### config.mk
export PLATFORM = sky130hd
export DESIGN_NAME = crt_update
export DESIGN_NICKNAME = d
export VERILOG_FILES = /design/src/rtl/core/crt_pkg.sv /design/src/rtl/core/crt_update.sv
export SDC_FILE = /design/constraint.sdc
export NUM_CORES = 1
export LEC_CHECK = 0
export BUFFER_PORTS_ARGS = -buffer_cell sky130_fd_sc_hd__buf_2
export CAP_MARGIN = 20
export CORE_AREA = 2 2 151 153
export DETAILED_ROUTE_END_ITERATION = 10
export DIE_AREA = 0 0 153 155
export PLACE_DENSITY_LB_ADDON = 0.3
export SLEW_MARGIN = 20
export SYNTH_ARGS = -nofsm -noshare
export SYNTH_HDL_FRONTEND = slang
export SYNTH_SLANG_ARGS = --single-unit
### constraint.sdc
create_clock -name vclk -period 8
set_input_delay 1.6 -clock vclk [all_inputs]
set_output_delay 1.6 -clock vclk [all_outputs]
set_load 0.05 [all_outputs]
### src/rtl/core/crt_pkg.sv
// Shared types and codes for the chunk reassembly tracker.
package crt_pkg;

   // Command codes carried in the low bits of req_tuser.
   localparam logic [1:0] FUNC_CHUNK     = 2'd0;
   localparam logic [1:0] FUNC_RESET_ALL = 2'd1;
   localparam logic [1:0] FUNC_CLEAR_REC = 2'd2;
   localparam logic [1:0] FUNC_UNUSED    = 2'd3;

   // Result actions carried in rsp_tuser.
   localparam logic [2:0] ACT_OLD      = 3'd0;
   localparam logic [2:0] ACT_APPEND   = 3'd1;
   localparam logic [2:0] ACT_NEW      = 3'd2;
   localparam logic [2:0] ACT_RESYNC   = 3'd3;
   localparam logic [2:0] ACT_RESET    = 3'd4;
   localparam logic [2:0] ACT_OVERFLOW = 3'd5;

   // Tracking state of one path of one channel.
   typedef struct packed {
      logic [16:0] offset;
      logic [15:0] chunk;
      logic [31:0] seq;
   } entry_type;

   // One memory row holds both paths of a channel.
   typedef struct packed {
      entry_type rec;
      entry_type live;
   } row_type;

   // Unpacked request beat.
   typedef struct packed {
      logic [1:0]  func;
      logic [7:0]  channel;
      logic        recovery_path;
      logic [31:0] msg_seq;
      logic [15:0] chunk_index;
      logic [15:0] chunk_count;
      logic [15:0] payload_len;
   } req_type;

   // Result beat before packing.
   typedef struct packed {
      logic [2:0]  action;
      logic [16:0] write_offset;
      logic        message_complete;
      logic [16:0] message_length;
   } rsp_type;

endpackage

### src/rtl/core/crt_update.sv
// Per-beat decision logic: classifies one beat against its table row.
module crt_update
   import crt_pkg::*;
#(
   parameter int BUFFER_BYTES = 65536
) (
   input  req_type req,
   input  logic    chan_ok,
   input  row_type row_in,
   output logic    wr_en,
   output row_type row_out,
   output rsp_type rsp
);

   entry_type   cur;
   entry_type   upd;
   logic        is_append;
   logic        is_new;
   logic [16:0] next_off;

   always_comb begin
      cur       = req.recovery_path ? row_in.rec : row_in.live;
      is_append = (req.msg_seq == cur.seq) &&
                  (({1'b0, cur.chunk} + 17'd1) == {1'b0, req.chunk_index});
      is_new    = (req.msg_seq > cur.seq) && (req.chunk_index == 16'd1);
      next_off  = is_append ? (cur.offset + {1'b0, req.payload_len})
                            : {1'b0, req.payload_len};
   end

   always_comb begin
      wr_en   = 1'b0;
      row_out = row_in;
      upd     = cur;
      rsp     = '0;
      rsp.action = ACT_OLD;
      if (req.func == FUNC_UNUSED) begin
         rsp.action = ACT_OLD;
      end else if (!chan_ok) begin
         rsp.action = (req.func == FUNC_CHUNK) ? ACT_OLD : ACT_RESET;
      end else begin
         case (req.func)
            FUNC_RESET_ALL: begin
               wr_en      = 1'b1;
               row_out    = '0;
               rsp.action = ACT_RESET;
            end
            FUNC_CLEAR_REC: begin
               wr_en       = 1'b1;
               row_out.rec = '0;
               rsp.action  = ACT_RESET;
            end
            FUNC_CHUNK: begin
               if (req.msg_seq < cur.seq) begin
                  rsp.action = ACT_OLD;
               end else if (!is_append && !is_new) begin
                  // Resync keeps the stale chunk number and offset.
                  wr_en      = 1'b1;
                  upd.seq    = req.msg_seq;
                  rsp.action = ACT_RESYNC;
               end else if (next_off > 17'(BUFFER_BYTES)) begin
                  rsp.action = ACT_OVERFLOW;
               end else begin
                  wr_en      = 1'b1;
                  upd.seq    = req.msg_seq;
                  upd.chunk  = req.chunk_index;
                  upd.offset = next_off;
                  rsp.action           = is_append ? ACT_APPEND : ACT_NEW;
                  rsp.write_offset     = is_append ? cur.offset : 17'd0;
                  rsp.message_complete = (req.chunk_index == req.chunk_count);
                  rsp.message_length   = next_off;
               end
               if (req.recovery_path) begin
                  row_out.rec = upd;
               end else begin
                  row_out.live = upd;
               end
            end
            default: begin
               rsp.action = ACT_OLD;
            end
         endcase
      end
   end

endmodule

# After elaboration in Yosys (flattened, before gate mapping)
# Index checks and enable logic that the tools add are counted.
# Widths: inputs -> output; s select.
[totals]
register_bits = 0
in_bits = 222
output_inout_bits = 169
[op_classes]
n_addsub = 2
order_cmp = 3
eq_ne = 7
muxes = 33
n_reduce_logical = 7
[op_table]
columns = ["op", "count"]
rows = [
  ["$mux 65", 5],
  ["$mux 130", 2],
  ["$pmux 65 s2", 2],
  ["$mux 35", 6],
  ["$mux 17", 2],
  ["$mux 33", 1],
  ["$eq 32x32->1", 1],
  ["$gt 32x32->1", 1],
  ["$lt 32x32->1", 1],
  ["$mux 32", 1],
  ["$mux 3", 6],
  ["$add 16x1->17 const B", 1],
  ["$add 17x16->17", 1],
  ["$eq 17x16->1", 1],
  ["$gt 17x17->1 const B", 1],
  ["$eq 16x1->1 const B", 1],
  ["$eq 16x16->1", 1],
  ["$pmux 3 s2", 1],
  ["$mux 1", 5],
  ["$eq 2x2->1 const B", 2],
  ["$logic_and 1x1->1", 3],
  ["$eq 2x1->1 const B", 1],
  ["$logic_not 1->1", 2],
  ["$logic_not 2->1", 1],
  ["3 further kinds", 3],
]

# Logic depth before layout (Yosys ltp)
[logic_depth]
word_depth = 13
mapped_depth = 21
mapped_depth_nobuf = 14

# Worst setup path before layout
# Ideal clock, no wire load.
[synth_path]
path_type = "input port to output port"
from = "input port req[80] (netlist bit)"
to = "output port row_out[58] (netlist bit)"
arrival_ns = 6.991
t_required_ns = 6.400
path_slack_ns = -0.591
cell_stages = 18
path_buffers = 7
path_cell_list = "buf_4 -> buf_4 -> buf_2 -> buf_1 -> clkbuf_1 -> clkbuf_1 -> mux2i_1 -> ha_1 -> nand3_1 -> nor4_1 -> and3_1 -> and3_1 -> nand4_1 -> nor4_2 -> a2bb2oi_1 -> nand3_1 -> clkbuf_1 -> o21ai_0"
[synth_rtl]
columns = ["element", "line_no", "source"]
rows = [
  ["start: declaration", "crt_update.sv:7", "input req_type req,"],
  ["end: declaration", "crt_update.sv:11", "output row_type row_out,"],
]

==> flow_metrics.env <==
export IMPL_yosys_area_share_adder=0.1272
export IMPL_slew_headroom=0.5013
export IMPL_dp_slack_ps=311.2
export IMPL_vias=7271
export IMPL_fin_crit_sh=0.9585
export IMPL_powerDensity_nw_per_um2=83.29
export IMPL_timing_fmax_mhz=130.4
export IMPL_start_kind="primary input"
export IMPL_dp_cells=1387
export IMPL_rsz0062_at_grt="no"
export IMPL_p_leak_nw=4.029
export IMPL_mappedNetlistArea_um2=5273
export IMPL_synthSimpleGateAreaFrac=0.2501
export IMPL_cts_resized=0
export IMPL_die_width_um=153
export IMPL_avgViaCountPerCell=5.231
export IMPL_dr_pass1_iters=5
export IMPL_ant_nets=0
export IMPL_grt_max_degree=48
export IMPL_synth_seq_area_share=0
export IMPL_wl_met2_um=12770
export IMPL_status="finished clean"
export IMPL_crit_path_max_fanout=16
export IMPL_met1_length_um=10780
export IMPL_io_buffers=383
export IMPL_synth_area_mux_share=0.1538
export IMPL_initial_core_util=0.2372
export IMPL_place_congestion=0.8763
export IMPL_area_growth_pct=50.00
export IMPL_cap_violations=0
export IMPL_final_nets=1379
export IMPL_synth_top_family_by_area="compound AO/OA/AOI/OAI gates"
export IMPL_syn_avg_cell_area_um2=7.096
export IMPL_dr_first_iter_drc_count=380
export IMPL_highest_layer="met4"
export IMPL_multiInputGateArea_um2=5196
export IMPL_ios=391
export IMPL_crit_path_end_kind="output pin"
export IMPL_hold_buffers=0
export IMPL_synth_compound_area_frac=0.3296
export IMPL_die_area_um2=23720
export IMPL_whs_ps=3593
export IMPL_cts_setup_buffers=0
export IMPL_fill_cells=2423
export IMPL_ir_worst_vdd_v=0.00003730
export IMPL_avgRoutedWirePerCell_um=18.27
export IMPL_fin_ws_ps=332.2
export IMPL_setup_tns_final_ps=0
export IMPL_finalHoldViolCount=0
export IMPL_hp_class="in -> out"
export IMPL_clock_buffers=0
export IMPL_mostFrequentLayoutCells="buf_2, nand2_1, mux2i_1"
export IMPL_critPathArrivalTime_ps=6070
export IMPL_stdcell_count=1390
export IMPL_synth_fp_nets=1018
export IMPL_grt_pass1_vias=7131
export IMPL_grtUsageTotal=0.2002
export IMPL_grt_pass1_wl_um=39110
export IMPL_die_h_um=155
export IMPL_rows=55
export IMPL_grt_overflow_total=0
export IMPL_place_hpwl_um=21440
export IMPL_syn_inst=743
export IMPL_synth_cell_types=66
export IMPL_final_common_cell="buf_2"
export IMPL_grt_antenna_before_repair=4
export IMPL_regArea_um2=0
export IMPL_worst_pin_slew_ps=745.7
export IMPL_ys_warn_count=0
export IMPL_seq_cell_count=0
export IMPL_wl_met3_um=1431
export IMPL_utilization=0.3558
export IMPL_fin_crit_ps=7668
export IMPL_cp_data_required_time_ps=6400
export IMPL_criticalPathCategory="in -> out"
export IMPL_drv_slew=0
export IMPL_drc=0
export IMPL_drt_wl_total_um=25390
export IMPL_fp_coreArea_um2=22230
export IMPL_drive_above_1_share=0.4528
export IMPL_synth_xor_xnor_area_share=0.08804
export IMPL_report_final_setup_viol=0
[final timing paths]
path	start	end	slack [ps]	depth (start not counted)
max	req[80]	row_out[124]	330	16
min	row_in[8]	row_out[8]	3590	3
[Yosys cell counts (all sizes together) (21+ instances only)]
master / n / area, um^2
a21oi: 33 / 165.2
a22o: 84 / 735.7
buf: 21 / 105.1
clkbuf: 25 / 93.84
ha: 52 / 650.6
mux2i: 63 / 630.6
nand2: 70 / 262.8
nand3: 49 / 245.2
nor2: 46 / 172.7
o21ai: 40 / 200.2
xnor2: 24 / 210.2
xor2: 29 / 254.0
[per-stage QoR]
step / cell area, um^2 / power [mW]
2_1_floorplan: 5428 / 0.4498
3_3_place_gp: 7895 / 0.6551
3_5_place_dp: 7901 / 0.6592
4_1_cts: 7901 / 0.6614
5_1_grt: 7909 / 0.7115
6_report: 7909 / 0.6587
[where the power goes]
| group | switching [mW] | internal, mW |
|---|---|---|
| clock network | 0 | 0.0000000503 |
| logic | 0.428 | 0.230 |
| registers | 0 | 0 |
| total | 0.428 | 0.230 |
[logic make-up (layout without fill, tap and decap cells)]
group                    after synthesis  count (layout)
buffers and inverters                 65             424
AND/OR/NAND/NOR                      260             260
multiplexers                          79              79
other                                  0               3
adder cells (fa/ha/maj)               53              53
AO/OA/AOI/OAI                        233             233
XOR/XNOR                              53              53
[critical path, cell delays in order]
cell       delay, ps
buf_4            280
mux2_2           230
ha_1             210
inv_1             80
fa_1             420
nor2b_1          180
o31a_1           290
a21oi_1          100
or3_1            370
or3_1            360
nor3_1           180
nand4_1          130
a2111o_1         520
or2_1            510
o2bb2ai_1        290
buf_2            300
[final cells by class]
| cell class | instances | share of cell area |
|---|---|---|
| antenna | 3 | 0.0009492 |
| inverter | 19 | 0.009018 |
| multi-input combinational | 678 | 0.6570 |
| tap | 285 | 0.04509 |
| timing repair buffer | 405 | 0.2879 |
[metal layers]
metal	up-vias	track usage
met2	269	0.3797
met1	3380	0.2455
li1	3596	-
met3	26	0.02563
met4	0	0.02998
met5	-	0
Power figures use the tool's default switching activity.
